==> src/bbs_pkg.sv <==
// Package for the bridge bring-up sequencer: state and command codes,
// field widths and shared types. No dependencies.
package bbs_pkg;

    localparam int DEF_NUM_BRIDGES = 4;
    localparam int MAX_SCANNED     = 4;   // only four bridges have wanted registers
    localparam int BR_W            = 2;
    localparam int CODE_W          = 3;
    localparam int CFG_IDX_W       = 3;
    localparam int IN_DATA_W       = 8;
    localparam int OUT_DATA_W      = 8;

    typedef enum logic [CODE_W-1:0] {
        ST_UNCFG    = 3'd0,
        ST_SENSORS  = 3'd1,
        ST_ACTUATOR = 3'd2,
        ST_CTRL     = 3'd3,
        ST_RUNNING  = 3'd4,
        ST_SENS_ERR = 3'd5,
        ST_ACT_ERR  = 3'd6,
        ST_UNKNOWN  = 3'd7
    } t_state_code;

    typedef enum logic [2:0] {
        CMD_CLR_SENS = 3'd0,
        CMD_CLR_ACT  = 3'd1,
        CMD_REQ      = 3'd2,
        CMD_UNCFG    = 3'd3,
        CMD_SENS_CFG = 3'd4,
        CMD_ACT_CFG  = 3'd5,
        CMD_CTRL_CFG = 3'd6,
        CMD_ZERO     = 3'd7
    } t_cmd;

    // one table entry as seen by the evaluation unit
    typedef struct packed {
        logic [CODE_W-1:0] wanted;
        logic [CODE_W-1:0] reported;
        logic              pending;
    } t_entry;

    // announcement write into the state table
    typedef struct packed {
        logic              en;
        logic [BR_W-1:0]   br;
        logic [CODE_W-1:0] code;
    } t_ann;

    // pending flag update from the scan
    typedef struct packed {
        logic en;
        logic value;
    } t_pend_upd;

    // decision for one bridge
    typedef struct packed {
        logic       act;        // bridge is visited (differs and not pending)
        logic       pend_next;
        logic [1:0] n_cmd;      // 0, 1 or 2 commands
        t_cmd       first;      // second command is always a state request
    } t_eval;

    // level: 0..4 normal, -1 error, -2 unknown
    function automatic logic signed [3:0] level_of(logic [CODE_W-1:0] code);
        logic signed [3:0] lv;
        case (code) inside
            [3'd0:3'd4]: lv = signed'({1'b0, code});
            3'd5, 3'd6:  lv = -4'sd1;
            default:     lv = -4'sd2;
        endcase
        return lv;
    endfunction

    function automatic logic raised_limit(t_cmd cmd, logic [BR_W-1:0] br);
        return (cmd == CMD_ACT_CFG) && !br[1];
    endfunction

endpackage

==> src/bbs_state.sv <==
// Per-bridge wanted, reported and pending registers with one scan read port.
// Depends on bbs_pkg.
module bbs_state #(
    parameter int NUM_BRIDGES = bbs_pkg::DEF_NUM_BRIDGES
) (
    input  logic                                 i_clk,
    input  logic                                 i_rst_n,
    input  bbs_pkg::t_ann                        i_ann,
    input  logic                                 i_cfg_we,
    input  logic [bbs_pkg::CFG_IDX_W-1:0]        i_cfg_index,
    input  logic [bbs_pkg::CODE_W-1:0]           i_cfg_data,
    input  logic [((NUM_BRIDGES < 4 ? NUM_BRIDGES : 4) > 1 ?
                   $clog2(NUM_BRIDGES < 4 ? NUM_BRIDGES : 4) : 1)-1:0] i_rd_idx,
    input  bbs_pkg::t_pend_upd                   i_pend_upd,
    output bbs_pkg::t_entry                      o_entry
);
    import bbs_pkg::*;

    localparam int SCAN_LIMIT = (NUM_BRIDGES < MAX_SCANNED) ? NUM_BRIDGES : MAX_SCANNED;
    localparam int IDX_W      = (SCAN_LIMIT > 1) ? $clog2(SCAN_LIMIT) : 1;

    logic [CODE_W-1:0] r_wanted   [SCAN_LIMIT];
    logic [CODE_W-1:0] r_reported [SCAN_LIMIT];
    logic              r_pending  [SCAN_LIMIT];

    logic ann_hit;
    logic cfg_hit;

    // bridges past the scanned range are never read, so they need no storage
    assign ann_hit = i_ann.en && ({1'b0, i_ann.br} < 3'(SCAN_LIMIT));
    assign cfg_hit = i_cfg_we && (i_cfg_index < CFG_IDX_W'(SCAN_LIMIT));

    always_ff @(posedge i_clk) begin
        if (!i_rst_n) begin
            for (int i = 0; i < SCAN_LIMIT; i++) begin
                r_wanted[i]   <= '0;
                r_reported[i] <= ST_UNCFG;
                r_pending[i]  <= 1'b0;
            end
        end else begin
            if (cfg_hit) begin
                r_wanted[i_cfg_index[IDX_W-1:0]] <= i_cfg_data;
            end
            if (ann_hit) begin
                r_reported[i_ann.br[IDX_W-1:0]] <= i_ann.code;
                r_pending[i_ann.br[IDX_W-1:0]]  <= 1'b0;
            end else if (i_pend_upd.en) begin
                r_pending[i_rd_idx] <= i_pend_upd.value;
            end
        end
    end

    assign o_entry.wanted   = r_wanted[i_rd_idx];
    assign o_entry.reported = r_reported[i_rd_idx];
    assign o_entry.pending  = r_pending[i_rd_idx];

endmodule

==> src/bbs_eval.sv <==
// Shared evaluation unit: level compare for the bridge under scan and the
// commands it needs. Depends on bbs_pkg.
module bbs_eval (
    input  bbs_pkg::t_entry i_entry,
    output bbs_pkg::t_eval  o_eval
);
    import bbs_pkg::*;

    logic signed [3:0] w_lv;
    logic signed [3:0] c_lv;
    logic [3:0]        c_plus;

    assign w_lv   = level_of(i_entry.wanted);
    assign c_lv   = level_of(i_entry.reported);
    assign c_plus = 4'(c_lv) + 4'd4;

    always_comb begin
        o_eval.act       = (i_entry.wanted != i_entry.reported) && !i_entry.pending;
        o_eval.pend_next = 1'b1;
        o_eval.n_cmd     = 2'd0;
        o_eval.first     = CMD_REQ;
        if (c_lv < 0) begin
            if (w_lv != 0) begin
                o_eval.pend_next = 1'b0;
            end else if (i_entry.reported == ST_SENS_ERR) begin
                o_eval.n_cmd = 2'd2;
                o_eval.first = CMD_CLR_SENS;
            end else if (i_entry.reported == ST_ACT_ERR) begin
                o_eval.n_cmd = 2'd2;
                o_eval.first = CMD_CLR_ACT;
            end
            // unknown with wanted level zero: stays pending, silent
        end else if (w_lv < c_lv) begin
            o_eval.n_cmd = 2'd1;
            o_eval.first = CMD_UNCFG;
        end else if (w_lv > c_lv) begin
            o_eval.n_cmd = 2'd1;
            o_eval.first = t_cmd'(c_plus[2:0]);
        end
    end

endmodule

==> src/bridge_bringup_sequencer_core.sv <==
// Bridge bring-up sequencer top level: scan sequencer, hold slot and output
// register. Depends on bbs_pkg, bbs_state and bbs_eval.
//
// Usage:
//   Slave stream: tuser is the item kind (0 scan tick, 1 state announcement),
//   tdata carries bridge index and announced state code.
//   Master stream: one word per command; tlast marks the final command of a
//   scan tick. A tick that causes no command produces no word.
//   Config channel: index 0..3 selects wanted_state_0..3; always ready.
//   A scan tick visits the bridges one per cycle through the shared
//   evaluation unit while the output side keeps up; a bridge that needs a
//   second command is visited again for it, and a flush state passes the
//   last command on. The input is not ready while a scan runs. One command
//   is held back so tlast can be set on the final one; a found word passes
//   the hold slot and then the output register before it shows on the
//   master side. A receiver stall halts the scan once the hold slot and the
//   output register are both full; nothing is lost.
//   Synchronous reset clears the state table (unconfigured, not pending),
//   the wanted registers and all valid flags.
module bridge_bringup_sequencer_core #(
    parameter int NUM_BRIDGES = bbs_pkg::DEF_NUM_BRIDGES
) (
    input  logic                                 i_clk,
    input  logic                                 i_rst_n,
    // slave stream
    input  logic                                 i_s_tvalid,
    output logic                                 o_s_tready,
    input  logic [bbs_pkg::IN_DATA_W-1:0]        i_s_tdata,  // [1:0] bridge, [4:2] state_code
    input  logic                                 i_s_tuser,  // [0] kind
    // master stream
    output logic                                 o_m_tvalid,
    input  logic                                 i_m_tready,
    // [1:0] target_bridge, [4:2] command, [5] raised_current_limit
    output logic [bbs_pkg::OUT_DATA_W-1:0]       o_m_tdata,
    output logic                                 o_m_tlast,
    // config write channel
    input  logic                                 i_cfg_valid,
    output logic                                 o_cfg_ready,
    input  logic [bbs_pkg::CFG_IDX_W-1:0]        i_cfg_index,
    input  logic [bbs_pkg::CODE_W-1:0]           i_cfg_data
);
    import bbs_pkg::*;

    localparam int SCAN_LIMIT = (NUM_BRIDGES < MAX_SCANNED) ? NUM_BRIDGES : MAX_SCANNED;
    localparam int IDX_W      = (SCAN_LIMIT > 1) ? $clog2(SCAN_LIMIT) : 1;
    localparam logic [IDX_W-1:0] LAST_IDX = IDX_W'(SCAN_LIMIT - 1);

    typedef enum logic [1:0] {
        S_IDLE,
        S_SCAN,
        S_FLUSH
    } t_seq_state;

    t_seq_state        r_state;
    logic [IDX_W-1:0]  r_idx;
    logic              r_sub;        // second command of the current bridge
    logic              r_hold_valid;
    logic [BR_W-1:0]   r_hold_br;
    t_cmd              r_hold_cmd;
    logic              r_out_valid;
    logic [BR_W-1:0]   r_out_br;
    t_cmd              r_out_cmd;
    logic              r_out_last;

    t_entry    entry;
    t_eval     ev;
    t_ann      ann;
    t_pend_upd pend_upd;

    logic      in_acc;
    logic      out_free;
    logic      cur_has;
    t_cmd      cur_cmd;
    logic      can_go;
    logic      out_load;
    logic [BR_W-1:0] cur_br;

    assign o_s_tready  = (r_state == S_IDLE);
    assign o_cfg_ready = 1'b1;
    assign in_acc      = i_s_tvalid && o_s_tready;
    assign out_free    = !r_out_valid || i_m_tready;

    assign ann.en   = in_acc && i_s_tuser;
    assign ann.br   = i_s_tdata[BR_W-1:0];
    assign ann.code = i_s_tdata[BR_W+CODE_W-1:BR_W];

    assign cur_has = r_sub || (ev.act && (ev.n_cmd != 2'd0));
    assign cur_cmd = r_sub ? CMD_REQ : ev.first;
    assign can_go  = !cur_has || !r_hold_valid || out_free;
    assign cur_br  = BR_W'(r_idx);

    // held word moves to the output register
    assign out_load = ((r_state == S_SCAN) && can_go && cur_has && r_hold_valid) ||
                      ((r_state == S_FLUSH) && r_hold_valid && out_free);

    assign pend_upd.en    = (r_state == S_SCAN) && can_go && !r_sub && ev.act;
    assign pend_upd.value = ev.pend_next;

    bbs_state #(
        .NUM_BRIDGES (NUM_BRIDGES)
    ) u_state (
        .i_clk       (i_clk),
        .i_rst_n     (i_rst_n),
        .i_ann       (ann),
        .i_cfg_we    (i_cfg_valid && o_cfg_ready),
        .i_cfg_index (i_cfg_index),
        .i_cfg_data  (i_cfg_data),
        .i_rd_idx    (r_idx),
        .i_pend_upd  (pend_upd),
        .o_entry     (entry)
    );

    bbs_eval u_eval (
        .i_entry (entry),
        .o_eval  (ev)
    );

    always_ff @(posedge i_clk) begin
        if (!i_rst_n) begin
            r_state      <= S_IDLE;
            r_idx        <= '0;
            r_sub        <= 1'b0;
            r_hold_valid <= 1'b0;
            r_out_valid  <= 1'b0;
        end else begin
            if (out_load) begin
                r_out_valid <= 1'b1;
            end else if (i_m_tready) begin
                r_out_valid <= 1'b0;
            end
            case (r_state)
                S_IDLE: begin
                    if (in_acc && !i_s_tuser) begin
                        r_state <= S_SCAN;
                        r_idx   <= '0;
                        r_sub   <= 1'b0;
                    end
                end
                S_SCAN: begin
                    if (can_go) begin
                        if (cur_has) begin
                            if (r_hold_valid) begin
                                r_out_br    <= r_hold_br;
                                r_out_cmd   <= r_hold_cmd;
                                r_out_last  <= 1'b0;
                            end
                            r_hold_valid <= 1'b1;
                            r_hold_br    <= cur_br;
                            r_hold_cmd   <= cur_cmd;
                        end
                        if (!r_sub && ev.act && (ev.n_cmd == 2'd2)) begin
                            r_sub <= 1'b1;
                        end else begin
                            r_sub <= 1'b0;
                            if (r_idx == LAST_IDX) begin
                                r_state <= S_FLUSH;
                            end else begin
                                r_idx <= r_idx + 1'b1;
                            end
                        end
                    end
                end
                S_FLUSH: begin
                    if (!r_hold_valid) begin
                        r_state <= S_IDLE;
                    end else if (out_free) begin
                        r_out_br     <= r_hold_br;
                        r_out_cmd    <= r_hold_cmd;
                        r_out_last   <= 1'b1;
                        r_hold_valid <= 1'b0;
                        r_state      <= S_IDLE;
                    end
                end
                default: begin
                    r_state <= S_IDLE;
                end
            endcase
        end
    end

    assign o_m_tvalid = r_out_valid;
    assign o_m_tdata  = {2'b00, raised_limit(r_out_cmd, r_out_br), r_out_cmd, r_out_br};
    assign o_m_tlast  = r_out_last;

endmodule

==> config.mk <==
export PLATFORM = sky130hd
export DESIGN_NAME = bridge_bringup_sequencer_core
export DESIGN_NICKNAME = d
export VERILOG_FILES = /design/src/bbs_pkg.sv /design/src/bbs_state.sv /design/src/bbs_eval.sv /design/src/bridge_bringup_sequencer_core.sv
export SDC_FILE = /design/constraint.sdc
export NUM_CORES = 1
export LEC_CHECK = 0
export ABC_AREA = 1
export BUFFER_PORTS_ARGS = -buffer_cell sky130_fd_sc_hd__buf_4
export CAP_MARGIN = 10
export CORE_MARGIN = 2
export CORE_UTILIZATION = 45
export DETAILED_ROUTE_END_ITERATION = 8
export PLACE_DENSITY = 0.63
export SYNTH_ARGS = -nofsm -noshare
export SYNTH_HDL_FRONTEND = slang
export SYNTH_SLANG_ARGS = --single-unit
==> constraint.sdc <==
create_clock -name i_clk -period 8.5 [get_ports i_clk]
set_clock_uncertainty 0.1 [all_clocks]
set_input_delay 0.425 -clock i_clk [delete_from_list [all_inputs] [get_ports i_clk]]
set_output_delay 0.425 -clock i_clk [all_outputs]
set_load 0.1 [all_outputs]
# == Yosys cells after proc, flatten, opt, wreduce, memory -nomap -nowiden ==
# Memories as Yosys holds them, arrays and structs flattened. A register that Yosys moved wholly into a read port is not among the register bits.
# Cells that the tools add are included.
# classes
magnitude_cmp,8
n_eq_ne,20
add_sub_neg,2
n_mux,82
reduce_logical,48
# ops
cell,n
$mux W2,25
$mux W1,35
$reduce_bool A32 Y1,1
$mux W5,5
$mux W3,7
$logic_and A1 B1 Y1,18
$eq A3 B3 Y1 const B,5
$ne A2 B2 Y1 const B,7
$mux W4,3
$reduce_and A5 Y1,2
$pmux W2 S2,2
$reduce_bool A2 Y1,4
$logic_not A1 Y1,7
$reduce_and A7 Y1,1
$eq A2 B2 Y1 const B,3
$ge A3 B1 Y1 const B,2
$le A3 B3 Y1 const B,2
$pmux W1 S2,3
$pmux W2 S3,1
$pmux W3 S2,1
$reduce_and A3 Y1,2
$reduce_or A3 Y1,2
$logic_or A1 B1 Y1,5
$gt A4 B4 Y1,1
13 further kinds,16
# word_totals
in_bits,20
memories,3
word_cells,173
regBits,18
out_inout_bits,12
ramBits,28
# mem_list
memory,words,word_bits,read_ports,rd_clocked_by_memory_dff,write_ports,line_no,rtl
u_state.r_reported,4,3,1,1,4,bbs_state.sv:23,logic [CODE_W-1:0] r_reported [SCAN_LIMIT];
u_state.r_wanted,4,3,1,1,4,bbs_state.sv:22,logic [CODE_W-1:0] r_wanted [SCAN_LIMIT];
u_state.r_pending,4,1,1,1,4,bbs_state.sv:24,logic r_pending [SCAN_LIMIT];

# == Logic depth before layout (Yosys ltp) ==
# Gate-level depths: netlist of run 1.
# depth
ltp_word,23
mapped_depth,25
ltp_nobuf,24

# == Hierarchy ==
# A second synthesis of run 1 with hierarchy kept.
# hier_totals
hier_cells,322
area_unflattened_um2,2581.2
# by_module_without_submodules
module,area_per_inst_um2,seq_area_each_um2,n_inst,cells_each
bbs_state,1407.6,810.8,1,161
bridge_bringup_sequencer_core,878.3,470.5,1,103
bbs_eval,295.3,0.0,1,58

# == Least setup slack after synthesis of run 1 ==
# OpenSTA, ideal clock, no wires.
# synth_timing
kind,register -> output
from,register r_out_cmd[2]
to,output o_m_tdata[5] (netlist name)
t_arrival_ns,3.093
n_path_buf,0
stages_incl_launch_ff,3
slack_ns,4.882
required_time_ns,7.975
cell_sequence,edfxtp_1 nand2_1 nor3_1
# synth_between
elab_chain_cells,2
# synth_rtl
item,line_no,rtl
from (decl),bridge_bringup_sequencer_core.sv:62,t_cmd r_out_cmd;
from (signal assigned),bridge_bringup_sequencer_core.sv:144,r_out_cmd <= r_hold_cmd;
from (signal assigned),bridge_bringup_sequencer_core.sv:168,r_out_cmd <= r_hold_cmd;
$eq A3 B3 Y1,bbs_pkg.sv:75,return (cmd == CMD_ACT_CFG) && !br[1];
$logic_and A1 B1 Y1,bbs_pkg.sv:75,
to (decl),bridge_bringup_sequencer_core.sv:34,"output logic [bbs_pkg::OUT_DATA_W-1:0] o_m_tdata,"
# No other way between the ends.

==> run_results.csv, run 1 <==
group,metric,value,unit
status,status,"complete, no violations",
worst_setup_path,crit_arrival,3.57,ns
logic_synthesis,yosysWarningCount,0,
job,drv_cap,0,
final_layout,final_common_cell,"nand2_1",
logic_synthesis,ys_ff_latch,48,
place,portBuffers,25,
final_layout,final_area,0.00304,mm^2
grt,grt_pass1_wl,8.56,mm
clock_tree,cts_sinks,48,
routing,drt_iter0_drc,149,
final_layout,layout_common_cells,"nand2_1 (97), nor2_1 (50), inv_1 (48)",
worst_setup_path,crit_path_end_kind,"flop",
min_path,min_from,"r_hold_br[0]",
clock_tree,clkTransAtPathRegs,0.09,ns
final_layout,seq_area,0.00132,mm^2
logic_synthesis,synth_top_area_cell,"edfxtp_1",
worst_setup_path,r2r_cells,20,
logic_synthesis,syn_inst,347,
worst_setup_path,r2r_end,"r_out_cmd[1]",
routing,drtAntennaViolNets,0,
worst_setup_path,crit_type,"reg2reg",
routing,drc,0,
min_path,hold_path_class,"reg2reg",
logic_synthesis,syn_avg_cell_area,7.82,um^2
sta,setup_viol,0,
die,coreArea,0.00589,mm^2
sta,min_period,3.72,ns
grt,grt_max_degree,17,
clock_tree,root_buffer,"clkbuf_8",
clock_tree,cts_buffer_depth,2,
power_and_ir_drop,p_per_area,329,mW/mm^2
clock_tree,hold_buffers,0,
power_and_ir_drop,p_leak,1.44,nW
grt,track_usage,16.9,%
place,dpl_cell_area,0.00293,mm^2
sta,rsz0062_at_grt,"no",
sta,setup_tns,0,ns
die,fp.dieArea,0.00667,mm^2
sta,finalMaxSlewViolations,0,
sta,relSlewSlack,46.9,%
grt,grt_antenna_before_repair,0,
clock_tree,cts_tree,"yes",
logic_synthesis,synthFlopType,"edfxtp_1",
clock_tree,cts_buffers,5,
final_layout,nNetsFinal,396,
final_layout,antennaDiodeCount,0,
worst_setup_path,cp.required,8.35,ns
power_and_ir_drop,ir_worst_vdd,0.000143,V
min_path,hold_end,"r_out_br[0]",
logic_synthesis,syn-cell-area,0.00272,mm^2
clock_tree,clock_latency,0.30,ns
routing,wire_per_inst,11.0,um
logic_synthesis,yosysSeqAreaShare,48.7,%
clock_tree,cts_setup_buffers,0,
final_layout,area_growth,12.0,%
die,die_w,81.7,um
logic_synthesis,yosys.cell_types.count,32,
worst_setup_path,r2r_setup_slack,4.78,ns
place,dp_hpwl,3.85,mm
routing,vias,2145,
die,die_y,81.7,um
worst_setup_path,worstPathMaxFanout,11,
die,rows,28,
sta,max_freq,268,MHz
clock_tree,cts_max_level,2,
grt,grt_pass1_vias,1949,
final_layout,fillCellCount,577,
final_layout,layout-drive-gt1-share,15.3,%
logic_synthesis,synth_top_area_share,39.8,%
logic_synthesis,synth.area.top_cells,"edfxtp_1 (40%), nand2_1 (13%), dfxtp_1 (8.8%)",
final_layout,multiInputGateArea,0.00114,mm^2
sta,fin_crit_sh,43.8,%
grt,overflow,0,
sta,finalHoldViolCount,0,
min_path,holdPathStages,0,
logic_synthesis,async_flop_share,0,%
place,gp_congestion,0.831,
clock_tree,cts_resized,0,
die,start_util,46.1,%
routing,drt_wl_total,4.94,mm
worst_setup_path,startpoint_type,"flop",
sta,tightest_slew,0.793,ns
die,io_pins,32,
routing,vias_per_cell,4.80,
routing,dr.pass1.iters,4,
logic_synthesis,synth_edf_count,36,
==> through the flow <==
step | power, mW | setup WS (ns) | util, % | hold WS [ns] | cells
final | 1.00 | 4.78 | 51.7 | 0.323 | 447
after detailed placement | 0.850 | 4.74 | 49.9 | 0.306 | 439
after global routing | 1.11 | 4.32 | 51.7 | 0.335 | 447
after floorplan | 0.768 | 4.88 | - | 0.300 | 348
after global placement | 0.845 | 4.76 | 49.9 | 0.302 | 439
after CTS | 1.01 | 4.73 | 51.7 | 0.326 | 447
==> cells in the mapped netlist, types with 3 or more instances <==
| cell | number |
|---|---|
| nand2_1 | 97 |
| nor2_1 | 50 |
| inv_1 | 48 |
| edfxtp_1 | 36 |
| nand3_1 | 23 |
| dfxtp_1 | 12 |
| nand2_2 | 11 |
| a21oi_1 | 9 |
| o21ai_0 | 9 |
| nor3_1 | 7 |
| ha_1 | 5 |
| nand4_1 | 5 |
| buf_4 | 4 |
| inv_2 | 3 |
| nor2_4 | 3 |
==> registers in the layout (all words and copies together), names as in the netlist, named ones only <==
name                count
r_hold_valid            1
o_m_tvalid              1
o_m_tlast               1
r_hold_cmd              3
u_state.r_wanted       12
r_out_cmd               3
r_out_br                2
r_hold_br               2
r_sub                   1
u_state.r_pending       4
u_state.r_reported     12
r_state                 2
cur_br                  2
==> power by group <==
group	internal, mW	switching (mW)
logic	0.163	0.341
registers	0.303	0.0351
clock network	0.0873	0.0726
total	0.553	0.449
==> area by class of cell <==
| cell class | count | area share [%] |
|---|---|---|
| sequential | 48 | 43.4 |
| multi-input combinational | 239 | 37.4 |
| inverter | 52 | 6.42 |
| timing repair buffer | 25 | 6.17 |
| tap | 75 | 3.09 |
| clock buffer | 6 | 2.39 |
| clock inverter | 2 | 1.15 |
==> kinds of logic (layout without fill, tap and decap cells) <==
logic type                 count (synthesis)  in the layout  synth area share (%)
adders and majority gates                  5              5                  2.30
other                                      2              3                 0.277
buffers and inverters                     61             85                  9.63
DFF                                       48             48                  48.7
AOI/OAI and AO/OA                         25             25                  5.12
and+or+nand+nor                          206            206                  34.0
==> per-layer routing <==
layer	global-route usage [%]	share of wire, %
met2	27.3	46
met5	0	0
met3	3.74	3.4
met4	4.67	0.89
met1	22.9	50
==> worst max-delay path: stages (launching register included) <==
cell	delay, ns
dfxtp_1	0.58
clkinv_1	0.40
a21oi_1	0.21
o21ai_1	0.11
nand2_2	0.12
inv_1	0.06
o21ai_0	0.18
ha_1	0.27
inv_1	0.06
nor2_1	0.03
o21ai_0	0.13
a21oi_1	0.12
nand2_1	0.07
nand2_1	0.06
nand2_1	0.07
nand2_1	0.06
nand2_2	0.08
nand2_1	0.07
nor2_1	0.14
o21ai_1	0.09
nor2_1	0.38
==> how the worst max path moves through the flow <==
stage / from / end / slack (ns)
detailed placement: flop / r_out_cmd[1] / 4.74
finish: flop / r_out_cmd[1] / 4.78
global route: flop / r_out_cmd[1] / 4.32
global placement: flop / r_out_cmd[0] / 4.76
CTS: flop / r_out_cmd[0] / 4.73
floorplan: r_out_cmd[2] / o_m_tdata[5] / 4.88
Power figures use the tool's default switching activity.
==> inputs of run 2 (changes only) <==
ABC_AREA = 0   (was 1)
PLACE_DENSITY = 0.66   (was 0.63)
clock period = 3.4 ns   (was 8.5 ns; I/O delays follow)
==> run_results.csv, run 2 <==
group,metric,value,unit
final_layout,fillCellCount,494,
clock_tree,hold_buffers,0,
logic_synthesis,synth_fa_ha_area_share,2.41,%
logic_synthesis,synth.most_common_cell,"edfxtp_1",
status,status,"complete, no violations",
min_path,holdPathStages,2,
routing,vias_per_cell,5.45,
worst_setup_path,r2r-start,"u_state.r_wanted[3][0]",
routing,wire_per_inst,14.6,um
logic_synthesis,yosysWarningCount,0,
worst_setup_path,crit_type,"reg2reg",
worst_setup_path,cp.required,3.31,ns
die,io_pins,32,
place,place_inst,334,
routing,drt_wl_total,5.00,mm
place,dp_hpwl,3.89,mm
sta,setup_viol,0,
final_layout,final_area,0.00312,mm^2
logic_synthesis,synthFlopType,"edfxtp_1",
die,die_y,79.9,um
sta,max_freq,310,MHz
worst_setup_path,startpoint_type,"flop",
grt,grt_pass1_vias,1833,
logic_synthesis,yosys.cell_types.count,57,
logic_synthesis,synth_commonest_cells,"edfxtp_1 (36), nor2_1 (17), nand2_1 (14), and2_1 (13)",
logic_synthesis,yosys.area_share.xor_xnor,2.70,%
grt,overflow,0,
final_layout,layout-drive-gt1-share,28.0,%
logic_synthesis,synth_compound_area_share,12.4,%
clock_tree,cts_buffers,5,
final_layout,fin_cells,343,
logic_synthesis,yosys.area_share.simple,19.7,%
final_layout,nNetsFinal,295,
sta,finalHoldViolCount,0,
logic_synthesis,muxShareOfSynthArea,8.16,%
final_layout,layout_common_cells,"buf_4 (45), edfxtp_1 (36), nor2_1 (17)",
logic_synthesis,ys_ff_latch,48,
worst_setup_path,crit_path_end_kind,"flop",
worst_setup_path,r2r_end,"r_out_cmd[0]",
grt,grt_pass1_wl,8.56,mm
final_layout,seq_area,0.00133,mm^2
routing,vias,1868,
sta,tightest_slew,0.646,ns
min_path,hold_end,"u_state.r_wanted[1][0]",
routing,drtAntennaViolNets,0,
power_and_ir_drop,p_leak,1.17,nW
place,portBuffers,25,
place,dpl_cell_area,0.00300,mm^2
clock_tree,cts_tree,"yes",
final_layout,multiInputGateArea,0.00120,mm^2
logic_synthesis,async_flop_share,0,%
final_layout,reg_top3,"u_state.r_reported x12, u_state.r_wanted x12, u_state.r_pending x4",
worst_setup_path,crit_arrival,3.13,ns
clock_tree,clkTransAtPathRegs,0.09,ns
logic_synthesis,synth_top_family_by_area,"simple AND/OR/NAND/NOR gates",
clock_tree,root_buffer,"clkbuf_8",
logic_synthesis,synth_top_area_share,41.7,%
logic_synthesis,synth_edf_count,36,
logic_synthesis,synth_top_area_cell,"edfxtp_1",
die,die_w,79.9,um
worst_setup_path,r2r_cells,11,
die,rows,27,
min_path,min_from,"i_cfg_data[0]",
routing,dr.pass1.iters,4,
logic_synthesis,yosysSeqAreaShare,51.0,%
job,drv_cap,0,
clock_tree,clock_latency,0.29,ns
clock_tree,cts_buffer_depth,2,
logic_synthesis,syn-cell-area,0.00259,mm^2
min_path,hold_path_class,"in2reg",
worst_setup_path,worstPathMaxFanout,6,
die,fp.dieArea,0.00638,mm^2
logic_synthesis,synth.area.top_cells,"edfxtp_1 (42%), dfxtp_1 (9.3%), mux4_2 (4.3%)",
clock_tree,cts_sinks,48,
grt,grt_antenna_before_repair,0,
final_layout,antennaDiodeCount,0,
sta,relSlewSlack,56.3,%
final_layout,area_growth,20.4,%
worst_setup_path,r2r_setup_slack,0.17,ns
sta,fin_crit_sh,94.9,%
clock_tree,cts_max_level,2,
power_and_ir_drop,ir_worst_vdd,0.000193,V
logic_synthesis,syn_avg_cell_area,11.6,um^2
logic_synthesis,syn_inst,224,
grt,grt_max_degree,18,
final_layout,final_common_cell,"buf_4",
power_and_ir_drop,p_per_area,440,mW/mm^2
sta,rsz0062_at_grt,"no",
place,gp_congestion,0.830,
sta,min_period,3.23,ns
routing,drt_iter0_drc,129,
routing,drc,0,
die,coreArea,0.00554,mm^2
die,start_util,46.8,%
sta,finalMaxSlewViolations,0,
grt,track_usage,17.2,%
## run 2: changes by cell type after synthesis, moves of 4 or more
cell / delta
nand2_2: -10
nand4_1: -4
mux4_2: +5
nand2_1: -83
nand3_1: -15
nand2b_1: +4
and2_1: +12
inv_1: -39
xnor2_1: +6
nor2_1: -33
and3_1: +4
nor2b_1: +4
## run 2: logic make-up after synthesis
family                     Yosys count
buffers and inverters               18
and+or+nand+nor                     92
AOI/OAI and AO/OA                   41
muxes                               10
adders and majority gates            5
other                                2
DFF                                 48
xor gates and xnor gates             8
## run 2: layout make-up
cell class	count	share of cell area [%]
multi-input cells	159	38.6
clock inverters	1	0.962
well taps	72	2.89
inverters	10	1.20
flip-flops and latches	48	42.5
clock buffers	7	2.45
repair buffers	46	11.5
## run 2: worst max path at each step
stage          depth (start not counted)                    to                   start  slack (ns)
6_report                              11          r_out_cmd[0]  u_state.r_wanted[3][0]        0.17
5_1_grt                               11  u_state.r_pending[0]                    flop        0.02
4_1_cts                               11  u_state.r_pending[0]                    flop        0.03
3_5_place_dp                          11          r_out_cmd[2]                    flop       -0.01
3_3_place_gp                          11          r_out_cmd[0]                    flop        0.06
2_1_floorplan                         11          r_hold_br[0]                    flop        0.07
## run 2: per-stage QoR
| stage | utilization [%] | total power, mW | worst slack, ns | setup TNS [ns] | hold slack (ns) |
|---|---|---|---|---|---|
| 2_1_floorplan | - | 0.879 | 0.0660 | 0 | 0.266 |
| 3_3_place_gp | 54.1 | 0.977 | 0.0552 | 0 | 0.304 |
| 3_5_place_dp | 54.1 | 0.985 | -0.0100 | -0.0600 | 0.305 |
| 4_1_cts | 56.1 | 1.38 | 0.0313 | 0 | 0.0555 |
| 5_1_grt | 56.3 | 1.43 | 0.0154 | 0 | 0.0586 |
| 6_report | 56.3 | 1.37 | 0.173 | 0 | 0.0616 |
## run 2: where the power goes
part | leakage [nW] | switching [mW] | internal (mW)
clock network | 0.0524 | 0.177 | 0.220
registers | 0.447 | 0.0176 | 0.660
logic | 0.666 | 0.160 | 0.139
## run 2: timing repair
action,in CTS,in global routing
hold endpoints to repair,0,0
pin swaps,0,1
gates resized for setup,1,5
setup endpoints to repair,11,21
setup buffers,0,1
## run 2: critical path, cell delays in order, from the launching register on
cell,delay (ns)
edfxtp_1,0.43
mux4_2,0.51
o21a_1,0.19
or2_2,0.27
ha_1,0.30
nor2b_1,0.13
o211a_1,0.22
o21ai_2,0.19
a21o_4,0.19
a21oi_1,0.11
a21oi_2,0.13
buf_4,0.15
## run 2: routing by layer
metal  track usage (%)  wire [um]  vias to the layer above  part of all wire [%]
li1                  -          -                      926                     -
met1              23.3       2250                      871                    45
met2              28.4       2400                       63                    48
met3              2.71        274                        8                   5.5
met4              5.59         72                        0                   1.4
met5                 0          0                        -                     0
